<file path="config.mk">
export PLATFORM = sky130hd
export DESIGN_NAME = motor_feedback_front_end
export DESIGN_NICKNAME = d
export VERILOG_FILES = /design/src/hdl/mffe_pkg.sv /design/src/hdl/mffe_seq.sv /design/src/hdl/mffe_dp.sv /design/src/hdl/motor_feedback_front_end.sv
export SDC_FILE = /design/constraint.sdc
export NUM_CORES = 2
export LEC_CHECK = 0
export ABC_AREA = 1
export BUFFER_PORTS_ARGS = -buffer_cell sky130_fd_sc_hd__buf_4
export CORE_ASPECT_RATIO = 0.5
export CORE_UTILIZATION = 45
export DETAILED_ROUTE_END_ITERATION = 10
export PLACE_DENSITY_LB_ADDON = 0.05
export SYNTH_ARGS = -nofsm -noshare
export SYNTH_HDL_FRONTEND = slang
export SYNTH_SLANG_ARGS = --single-unit
</file>
<file path="constraint.sdc">
create_clock -name clk -period 9.25 [get_ports clk]
set_clock_uncertainty 0.2 [all_clocks]
set_input_delay 1.3875 -clock clk [delete_from_list [all_inputs] [get_ports clk]]
set_output_delay 1.3875 -clock clk [all_outputs]
set_load 0.005 [all_outputs]
</file>
<file path="src/hdl/mffe_pkg.sv">
`timescale 1ns / 1ps
// Shared types, constants and the microcode program for the motor feedback front end.
// No dependencies; imported by mffe_seq, mffe_dp and motor_feedback_front_end.
package mffe_pkg;

  // Encoder counts per revolution. Must be a power of two.
  localparam int ENCODER_COUNTS = 4096;
  localparam int ENC_BITS       = $clog2(ENCODER_COUNTS);
  localparam int ADC_WIDTH      = 12;

  localparam int ALPHA_W  = 9;
  localparam int SCALE_W  = 16;
  localparam int POLES_W  = 6;
  localparam int DIV_W    = 8;
  localparam int POS_W    = 16;
  localparam int CUR_W    = 17;
  localparam int FILT_W   = 25;
  localparam int ANGLE_W  = 12;
  localparam int RPM_W    = 24;

  localparam int OPA_W    = 17;
  localparam int OPB_W    = 25;
  localparam int PROD_W   = OPA_W + OPB_W;

  localparam int CFG_IDX_W = 3;
  localparam int CFG_DATA_W = 16;

  localparam logic [ALPHA_W-1:0] ALPHA_RESET  = 9'd205;
  localparam logic [SCALE_W-1:0] CSCALE_RESET = 16'd6760;
  localparam logic [POLES_W-1:0] POLES_RESET  = 6'd11;
  localparam logic [DIV_W-1:0]   SDIV_RESET   = 8'd10;
  localparam logic [SCALE_W-1:0] RPM_RESET    = 16'd7500;
  localparam logic [ALPHA_W-1:0] ALPHA_ONE    = 9'd256;

  typedef enum logic [CFG_IDX_W-1:0] {
    REG_ALPHA  = 3'd0,
    REG_CSCALE = 3'd1,
    REG_POLES  = 3'd2,
    REG_SDIV   = 3'd3,
    REG_RPM    = 3'd4
  } reg_idx_t;

  // Multiplier operand selects
  typedef enum logic [2:0] {
    OA_SAMP_A, OA_SAMP_B, OA_ALPHA, OA_NALPHA, OA_POS, OA_MAG
  } opa_t;

  typedef enum logic [2:0] {
    OB_CSCALE, OB_XA, OB_XB, OB_YA, OB_YB, OB_POLES, OB_RPM
  } opb_t;

  // Product write-back destinations
  typedef enum logic [2:0] {
    WB_NONE, WB_XA, WB_XB, WB_ACC, WB_YA, WB_YB, WB_ANGLE, WB_SPEED
  } wb_t;

  typedef enum logic [1:0] {
    BR_NEXT, BR_NOSPD, BR_END
  } br_t;

  localparam int STEP_W = 4;
  localparam logic [STEP_W-1:0] END_STEP = 4'd9;

  typedef struct packed {
    opa_t              opa;
    opb_t              opb;
    wb_t               wb;
    br_t               br;
    logic [STEP_W-1:0] target;
  } ctl_t;

  typedef struct packed {
    logic [ALPHA_W-1:0] alpha;
    logic [SCALE_W-1:0] cscale;
    logic [POLES_W-1:0] poles;
    logic [DIV_W-1:0]   sdiv;
    logic [SCALE_W-1:0] rpm;
  } cfg_t;

  typedef struct packed {
    logic [ADC_WIDTH-1:0] samp_a;
    logic [ADC_WIDTH-1:0] samp_b;
    logic [POS_W-1:0]     pos;
    logic [POS_W-1:0]     mag;
    logic                 neg;
    logic                 spd;
  } item_t;

  typedef struct packed {
    logic [CUR_W-1:0]          cur_a;
    logic [CUR_W-1:0]          cur_b;
    logic [ANGLE_W-1:0]        angle;
    logic signed [RPM_W-1:0]   speed;
  } res_t;

  // Binary angle from position modulo one electrical turn
  function automatic logic [ANGLE_W-1:0] to_angle(logic [ENC_BITS-1:0] m);
    logic [ENC_BITS+ANGLE_W-1:0] w;
    w = {m, {ANGLE_W{1'b0}}};
    return w[ENC_BITS+ANGLE_W-1:ENC_BITS];
  endfunction

  // Program: one product per step, written back one step later
  function automatic ctl_t ucode(logic [STEP_W-1:0] s);
    ctl_t w;
    w = '{opa: OA_SAMP_A, opb: OB_CSCALE, wb: WB_NONE, br: BR_END, target: '0};
    case (s)
      4'd0: w = '{opa: OA_SAMP_A, opb: OB_CSCALE, wb: WB_NONE,  br: BR_NEXT,  target: '0};
      4'd1: w = '{opa: OA_SAMP_B, opb: OB_CSCALE, wb: WB_XA,    br: BR_NEXT,  target: '0};
      4'd2: w = '{opa: OA_ALPHA,  opb: OB_XA,     wb: WB_XB,    br: BR_NEXT,  target: '0};
      4'd3: w = '{opa: OA_NALPHA, opb: OB_YA,     wb: WB_ACC,   br: BR_NEXT,  target: '0};
      4'd4: w = '{opa: OA_ALPHA,  opb: OB_XB,     wb: WB_YA,    br: BR_NEXT,  target: '0};
      4'd5: w = '{opa: OA_NALPHA, opb: OB_YB,     wb: WB_ACC,   br: BR_NEXT,  target: '0};
      4'd6: w = '{opa: OA_POS,    opb: OB_POLES,  wb: WB_YB,    br: BR_NEXT,  target: '0};
      4'd7: w = '{opa: OA_MAG,    opb: OB_RPM,    wb: WB_ANGLE, br: BR_NOSPD,
                  target: END_STEP};
      4'd8: w = '{opa: OA_MAG,    opb: OB_RPM,    wb: WB_SPEED, br: BR_NEXT,  target: '0};
      default: w = '{opa: OA_SAMP_A, opb: OB_CSCALE, wb: WB_NONE, br: BR_END, target: '0};
    endcase
    return w;
  endfunction

endpackage

</file>
<file path="src/hdl/mffe_seq.sv">
`timescale 1ns / 1ps
// Microcode sequencer: step counter, program lookup and branching.
// Depends on mffe_pkg.
module mffe_seq (
  input  logic           clk,
  input  logic           rst,
  input  logic           start,
  input  logic           speed_tick,
  input  logic           hold,
  output mffe_pkg::ctl_t ctl,
  output logic           busy,
  output logic           done
);
  import mffe_pkg::*;

  logic [STEP_W-1:0] step, step_next;
  logic              busy_next;
  ctl_t              word;

  always_comb word = ucode(step);

  always_comb begin
    step_next = step;
    busy_next = busy;
    done      = 1'b0;
    ctl       = word;
    if (!busy) begin
      ctl.wb = WB_NONE;
      if (start) begin
        busy_next = 1'b1;
        step_next = '0;
      end
    end else begin
      unique case (word.br)
        BR_NEXT:  step_next = step + 1'b1;
        BR_NOSPD: step_next = speed_tick ? step + 1'b1 : word.target;
        BR_END: begin
          // wait here while the output register is still full
          if (!hold) begin
            done = 1'b1;
            if (start) step_next = '0;
            else       busy_next = 1'b0;
          end
        end
        default: step_next = step + 1'b1;
      endcase
    end
  end

  always_ff @(posedge clk) begin
    if (rst) begin
      busy <= 1'b0;
      step <= '0;
    end else begin
      busy <= busy_next;
      step <= step_next;
    end
  end

  a_step_range: assert property (@(posedge clk) disable iff (rst)
    busy |-> step <= END_STEP)
    else $error("sequencer step beyond program end");

  a_done_idle: assert property (@(posedge clk) disable iff (rst)
    done && !start |=> !busy)
    else $error("sequencer still busy after finishing");

  a_idle_no_wb: assert property (@(posedge clk) disable iff (rst)
    !busy |-> ctl.wb == WB_NONE)
    else $error("write-back while sequencer idle");

endmodule

</file>
<file path="src/hdl/mffe_dp.sv">
`timescale 1ns / 1ps
// Datapath: shared multiplier, product register, filter state and result registers.
// Depends on mffe_pkg; driven by the control word from mffe_seq.
module mffe_dp (
  input  logic            clk,
  input  logic            rst,
  input  mffe_pkg::ctl_t  ctl,
  input  mffe_pkg::item_t item,
  input  mffe_pkg::cfg_t  cfg,
  output mffe_pkg::res_t  res
);
  import mffe_pkg::*;

  logic [ALPHA_W-1:0] alpha_c, nalpha;
  logic [OPA_W-1:0]   opa;
  logic [OPB_W-1:0]   opb;
  logic [PROD_W-1:0]  prod;
  logic [CUR_W-1:0]   xa, xb, x_sat;
  logic [FILT_W-1:0]  acc, ya, yb, y_sat;
  logic [FILT_W:0]    y_sum;
  logic [ANGLE_W-1:0] angle;
  logic signed [RPM_W-1:0] speed, speed_next;
  logic [32:0]        rnd;
  logic [RPM_W:0]     r;

  assign alpha_c = (cfg.alpha > ALPHA_ONE) ? ALPHA_ONE : cfg.alpha;
  assign nalpha  = ALPHA_ONE - alpha_c;

  always_comb begin
    unique case (ctl.opa)
      OA_SAMP_A: opa = OPA_W'(item.samp_a);
      OA_SAMP_B: opa = OPA_W'(item.samp_b);
      OA_ALPHA:  opa = OPA_W'(alpha_c);
      OA_NALPHA: opa = OPA_W'(nalpha);
      OA_POS:    opa = OPA_W'(item.pos);
      OA_MAG:    opa = OPA_W'(item.mag);
      default:   opa = '0;
    endcase
    unique case (ctl.opb)
      OB_CSCALE: opb = OPB_W'(cfg.cscale);
      OB_XA:     opb = OPB_W'(xa);
      OB_XB:     opb = OPB_W'(xb);
      OB_YA:     opb = ya;
      OB_YB:     opb = yb;
      OB_POLES:  opb = OPB_W'(cfg.poles);
      OB_RPM:    opb = OPB_W'(cfg.rpm);
      default:   opb = '0;
    endcase
  end

  // scaled sample, Q16 amperes, clipped to 17 bits
  assign x_sat = (|prod[PROD_W-1:FILT_W]) ? {CUR_W{1'b1}} : prod[FILT_W-1:8];

  // filter update: alpha*x held in acc plus ((256-alpha)*y) >> 8
  assign y_sum = {1'b0, acc} + prod[FILT_W+8:8];
  assign y_sat = y_sum[FILT_W] ? {FILT_W{1'b1}} : y_sum[FILT_W-1:0];

  // speed: round half away from zero on the magnitude, then apply sign
  assign rnd = {1'b0, prod[31:0]} + 33'd128;
  assign r   = rnd[32:8];

  always_comb begin
    if (item.neg) begin
      if (r > (RPM_W+1)'(1 << (RPM_W-1))) speed_next = {1'b1, {(RPM_W-1){1'b0}}};
      else                                speed_next = -$signed(r[RPM_W-1:0]);
    end else begin
      if (r > (RPM_W+1)'((1 << (RPM_W-1)) - 1)) speed_next = {1'b0, {(RPM_W-1){1'b1}}};
      else                                      speed_next = $signed(r[RPM_W-1:0]);
    end
  end

  always_ff @(posedge clk) begin
    prod <= opa * opb;
    unique case (ctl.wb)
      WB_XA:    xa    <= x_sat;
      WB_XB:    xb    <= x_sat;
      WB_ACC:   acc   <= prod[FILT_W-1:0];
      WB_ANGLE: angle <= to_angle(prod[ENC_BITS-1:0]);
      WB_SPEED: speed <= speed_next;
      default: ;
    endcase
  end

  always_ff @(posedge clk) begin
    if (rst) begin
      ya <= '0;
      yb <= '0;
    end else begin
      if (ctl.wb == WB_YA) ya <= y_sat;
      if (ctl.wb == WB_YB) yb <= y_sat;
    end
  end

  assign res.cur_a = ya[FILT_W-1:8];
  assign res.cur_b = yb[FILT_W-1:8];
  assign res.angle = angle;
  assign res.speed = speed;

endmodule

</file>
<file path="src/hdl/motor_feedback_front_end.sv">
`timescale 1ns / 1ps
// Motor feedback front end: current filters, electrical angle and decimated speed.
// Top level; depends on mffe_pkg, mffe_seq and mffe_dp.
//
// One sample transfer per PWM tick carries two raw phase-current counts and the
// encoder position. Each transfer yields one result transfer with both filtered
// currents, the electrical angle and, every speed_divider-th tick, the speed in
// rpm (speed_valid high; otherwise mech_speed is zero).
// A microcoded sequencer runs the work through one shared 17x25 multiplier, one
// product per cycle while not waiting on its last step; an item with speed takes
// one program step more than one without. result_valid is registered from done.
// sample_stall stays high while an item is in work; the next item may transfer
// in the cycle that the current one finishes.
// The result waits in an output register. If result_stall holds it there when
// the next item finishes, the sequencer waits on its last step.
// Configuration writes (cfg_valid, cfg_ready always high) belong in idle time.
// Synchronous reset restores register defaults and clears filter state, tick
// count and last position; no result is pending after reset.
module motor_feedback_front_end (
  input  logic                               clk,
  input  logic                               rst,
  input  logic                               cfg_valid,
  output logic                               cfg_ready,
  input  logic [mffe_pkg::CFG_IDX_W-1:0]     cfg_index,
  input  logic [mffe_pkg::CFG_DATA_W-1:0]    cfg_data,
  input  logic                               sample_valid,
  output logic                               sample_stall,
  input  logic [mffe_pkg::ADC_WIDTH-1:0]     sample_phase_a,
  input  logic [mffe_pkg::ADC_WIDTH-1:0]     sample_phase_b,
  input  logic [mffe_pkg::POS_W-1:0]         encoder_position,
  output logic                               result_valid,
  input  logic                               result_stall,
  output logic [mffe_pkg::CUR_W-1:0]         current_a,
  output logic [mffe_pkg::CUR_W-1:0]         current_b,
  output logic [mffe_pkg::ANGLE_W-1:0]       electrical_angle,
  output logic                               speed_valid,
  output logic signed [mffe_pkg::RPM_W-1:0]  mech_speed
);
  import mffe_pkg::*;

  cfg_t              cfg;
  item_t             item;
  res_t              res;
  ctl_t              ctl;
  logic              busy, done, hold, accept, spd_now;
  logic [DIV_W-1:0]  tick_count, count, div;
  logic [POS_W-1:0]  last_position, delta;

  assign cfg_ready = 1'b1;

  always_ff @(posedge clk) begin
    if (rst) begin
      cfg.alpha  <= ALPHA_RESET;
      cfg.cscale <= CSCALE_RESET;
      cfg.poles  <= POLES_RESET;
      cfg.sdiv   <= SDIV_RESET;
      cfg.rpm    <= RPM_RESET;
    end else if (cfg_valid && cfg_ready) begin
      unique case (cfg_index)
        REG_ALPHA:  cfg.alpha  <= cfg_data[ALPHA_W-1:0];
        REG_CSCALE: cfg.cscale <= cfg_data[SCALE_W-1:0];
        REG_POLES:  cfg.poles  <= cfg_data[POLES_W-1:0];
        REG_SDIV:   cfg.sdiv   <= cfg_data[DIV_W-1:0];
        REG_RPM:    cfg.rpm    <= cfg_data[SCALE_W-1:0];
        default: ;
      endcase
    end
  end

  assign hold         = result_valid && result_stall;
  assign sample_stall = busy && !done;
  assign accept       = sample_valid && !sample_stall;

  // decimation and position delta are settled at the transfer
  assign count   = tick_count + 1'b1;
  assign div     = (cfg.sdiv == '0) ? DIV_W'(1) : cfg.sdiv;
  assign spd_now = count >= div;
  assign delta   = encoder_position - last_position;

  always_ff @(posedge clk) begin
    if (rst) begin
      tick_count    <= '0;
      last_position <= '0;
    end else if (accept) begin
      tick_count <= spd_now ? '0 : count;
      if (spd_now) last_position <= encoder_position;
    end
  end

  always_ff @(posedge clk) begin
    if (accept) begin
      item.samp_a <= sample_phase_a;
      item.samp_b <= sample_phase_b;
      item.pos    <= encoder_position;
      item.neg    <= delta[POS_W-1];
      item.mag    <= delta[POS_W-1] ? POS_W'(-delta) : delta;
      item.spd    <= spd_now;
    end
  end

  mffe_seq u_seq (
    .clk        (clk),
    .rst        (rst),
    .start      (accept),
    .speed_tick (item.spd),
    .hold       (hold),
    .ctl        (ctl),
    .busy       (busy),
    .done       (done)
  );

  mffe_dp u_dp (
    .clk  (clk),
    .rst  (rst),
    .ctl  (ctl),
    .item (item),
    .cfg  (cfg),
    .res  (res)
  );

  always_ff @(posedge clk) begin
    if (rst) begin
      result_valid <= 1'b0;
    end else if (done) begin
      result_valid <= 1'b1;
    end else if (!result_stall) begin
      result_valid <= 1'b0;
    end
  end

  always_ff @(posedge clk) begin
    if (done) begin
      current_a        <= res.cur_a;
      current_b        <= res.cur_b;
      electrical_angle <= res.angle;
      speed_valid      <= item.spd;
      mech_speed       <= item.spd ? res.speed : '0;
    end
  end

  a_busy_after_accept: assert property (@(posedge clk) disable iff (rst)
    accept |=> sample_stall)
    else $error("sample taken but sequencer not busy");

  a_tick_cleared: assert property (@(posedge clk) disable iff (rst)
    accept && spd_now |=> tick_count == '0)
    else $error("tick count not cleared on speed tick");

  a_no_speed_zero: assert property (@(posedge clk) disable iff (rst)
    result_valid && !speed_valid |-> mech_speed == '0)
    else $error("speed nonzero on a tick without speed");

endmodule
</file>
==> results_dict.tcl <==
set metrics [dict create \
    status "completed" \
    crit_type "reg -> reg" \
    setup.worst_path.start "cfg[52]" \
    hold_slack_ns 0.2181 \
    worstPathArrival_ns 8.59 \
    firstDrtPassIters 5 \
    rows 69 \
    gp_congestion 0.9278 \
    p_sw_mw 4.574 \
    switching_share 0.4807 \
    cts_buffers 40 \
    post-cts-setup-buffer-count 0 \
    drt_iter0_markers 2230 \
    synth_ff_type "edfxtp_1" \
    cts_hold_buffers 0 \
    cpMaxStageDelayCell "inv_1" \
    clock.fmax_mhz 119.6 \
    nNetsFinal 4699 \
    cp_slowest_stage_delay_ns 0.73 \
    path_clk_slew_ns 0.07 \
    pwr-share-clk 0.187 \
    start_util 0.4600 \
    drcViolationCount 0 \
    die_w_um 385.0 \
    chipHeight_um 193.5 \
    core_area_um2 71740 \
    cts_resized 0 \
    yosysMostFrequentCell "nand2_1" \
    fin_crit_ns 8.359 \
    syn_inst 4001 \
    io-pin-count 138 \
    vias 26850 \
    synth_warnings 0 \
    slew_viol_final 0 \
    crit_top_cell "nand2_1" \
    synthDominantAreaCellType "edfxtp_1" \
    timing.final.crit_share 0.9037 \
    worst_pin_slew_ns 1.010 \
    min_path_cells 0 \
    totalWireLength_mm 99.26 \
    portBuffers 136 \
    synthesis.nets 4563 \
    combPwrFrac 0.572 \
    netlist_area_um2 33000 \
    antenna_found_initial 2 \
    first_global_vias 27060 \
    synthDistinctLibCells 61 \
    cts_tree "built" \
    drive_gt1_frac 0.08901 \
    hold_path_startpoint "u_dp.angle[5]" \
    clock_sinks 411 \
    grt-ovfl-total 0 \
    finalSetupViolCount 0 \
    r2r_start "cfg[52]" \
    ir_drop_uv 359.8 \
    ctsHtreeMaxLevel 2 \
    powerDensity_nw_per_um2 258.8 \
    ys_seq_area_frac 0.3172 \
    grt_pass1_wl_mm 155.3 \
    synth_common_cells "nand2_1 (867), inv_1 (757), nor2_1 (429)" \
    p_leak_nw 17.30 \
    ff2ff_setup_slack_ns 0.89 \
    syn_avg_cell_area_um2 8.249 \
    seqPwrFrac 0.241 \
    hold_viol 0 \
    max_slew_margin 0.3268 \
    hold_path_class "reg -> reg" \
    worstPathRequired_ns 9.48 \
    avgRoutedWirePerCell_um 19.36 \
    clock_latency_ns 0.59 \
    synthToLayoutAreaGrowth_pct 11.40 \
    reg2reg_depth 31 \
    grt_setup_unrepaired "false" \
    end_kind "flop" \
    worst-path-max-fanout 23 \
    ant_nets 0 \
    grt_max_degree 101 \
    startpoint_type "flop" \
    synth_edf_count 224 \
    p_int_mw 4.942 \
    drv_cap 0 \
    grt_usage 0.2717 \
    clock_path_buffers 3 \
    dp_hpwl_mm 79.68 \
    ys_top_cells_by_area "edfxtp_1 (20%), fa_1 (20%), dfxtp_1 (11%)" \
    via_per_inst 5.236 \
    clockRootBuffer "clkbuf_16" \
    tns_ns 0 \
    async_reset_ff_frac 0 \
    ys_ff_latch 411 \
    fp.dieArea_um2 74490 \
    yosysTopAreaCellShare 0.2038 \
]
## flip-flops by register name, summed over array words and instances (netlist names), 4 cells and up
| register | count |
|---|---|
| item | 58 |
| cfg | 55 |
| u_dp.prod | 41 |
| u_dp.acc | 25 |
| u_dp.ya | 25 |
| u_dp.yb | 25 |
| mech_speed | 24 |
| u_dp.speed | 24 |
| current_a | 17 |
| current_b | 17 |
| u_dp.xa | 17 |
| u_dp.xb | 17 |
| last_position | 16 |
| electrical_angle | 12 |
| u_dp.angle | 12 |
| u_seq.word | 11 |
| tick_count | 8 |
| u_seq.step | 4 |
## per-stage QoR
step | utilization | power [mW] | std cells | worst slack, ns | area (um^2)
after floorplan | - | 5.992 | 4001 | 2.614 | 33000
after global placement | 0.4924 | 7.668 | 5053 | 1.053 | 35330
after detailed placement | 0.4924 | 7.682 | 5053 | 1.047 | 35330
after CTS | 0.5124 | 9.495 | 5126 | 1.023 | 36760
after global routing | 0.5124 | 10.29 | 5126 | 0.2685 | 36760
final | 0.5125 | 9.516 | 5127 | 0.8911 | 36770
## worst paths after layout
| path | to |
|---|---|
| min | electrical_angle[5] |
| max reg2reg | u_dp.prod[22] |
| min reg2reg | electrical_angle[5] |
| max | u_dp.prod[22] |
## area by class of cell
| type | instances | area (um^2) |
|---|---|---|
| sequential | 411 | 10470 |
| clock buffer | 56 | 1227 |
| timing repair buffer | 202 | 1516 |
| tap | 958 | 1199 |
| clock inverter | 17 | 209.0 |
| antenna | 1 | 2.502 |
| multi-input combinational | 2695 | 19190 |
| fill | 7017 | 34980 |
| inverter | 787 | 2954 |
## power groups by stage
stage / clock [mW] / combinational [mW] / sequential (mW)
final: 1.78 / 5.44 / 2.29
after CTS: 1.82 / 5.39 / 2.29
after detailed placement: 0 / 5.35 / 2.33
after floorplan: 0 / 3.75 / 2.24
after global placement: 0 / 5.34 / 2.33
after global routing: 1.88 / 6.11 / 2.30
## metal layers
metal  part of all wire  GRT usage  vias to the layer above
met5                  0          0                        -
met4              0.023    0.06452                        0
met3              0.083    0.06717                      141
met2               0.43     0.4111                      746
met1               0.47     0.3896                    13130
li1                   -          -                    12830
## worst max-delay path, delay by kind of cell (launching register included)
kind	cells	cell delay, ns
xor+xnor	1	0.50
buf+inv	5	0.95
simple gates	16	1.89
compound gates	2	0.70
fa+ha+maj	7	3.57
flops	1	0.36
## cells by family after synthesis
| group | Yosys count | share of synthesized area |
|---|---|---|
| flip-flops | 411 | 0.3172 |
| AND/OR/NAND/NOR | 1615 | 0.2095 |
| buffers and inverters | 895 | 0.1035 |
| AO/OA/AOI/OAI | 499 | 0.08587 |
| adder cells (fa/ha/maj) | 498 | 0.2620 |
| other | 1 | 0.0001136 |
| XOR/XNOR | 82 | 0.02176 |
## placed cells by master, fill, tap and decap left out, types with 45 or more instances in the layout
cell type / count
o21ai_0: 155
nand2_1: 867
ha_1: 176
edfxtp_1: 224
buf_4: 202
dfxtp_1: 187
inv_1: 755
xor2_1: 50
nor2_1: 423
nand3_1: 167
fa_1: 322
clkbuf_16: 45
a21oi_1: 222
Note: power is estimated with default switching activity, not from simulation.
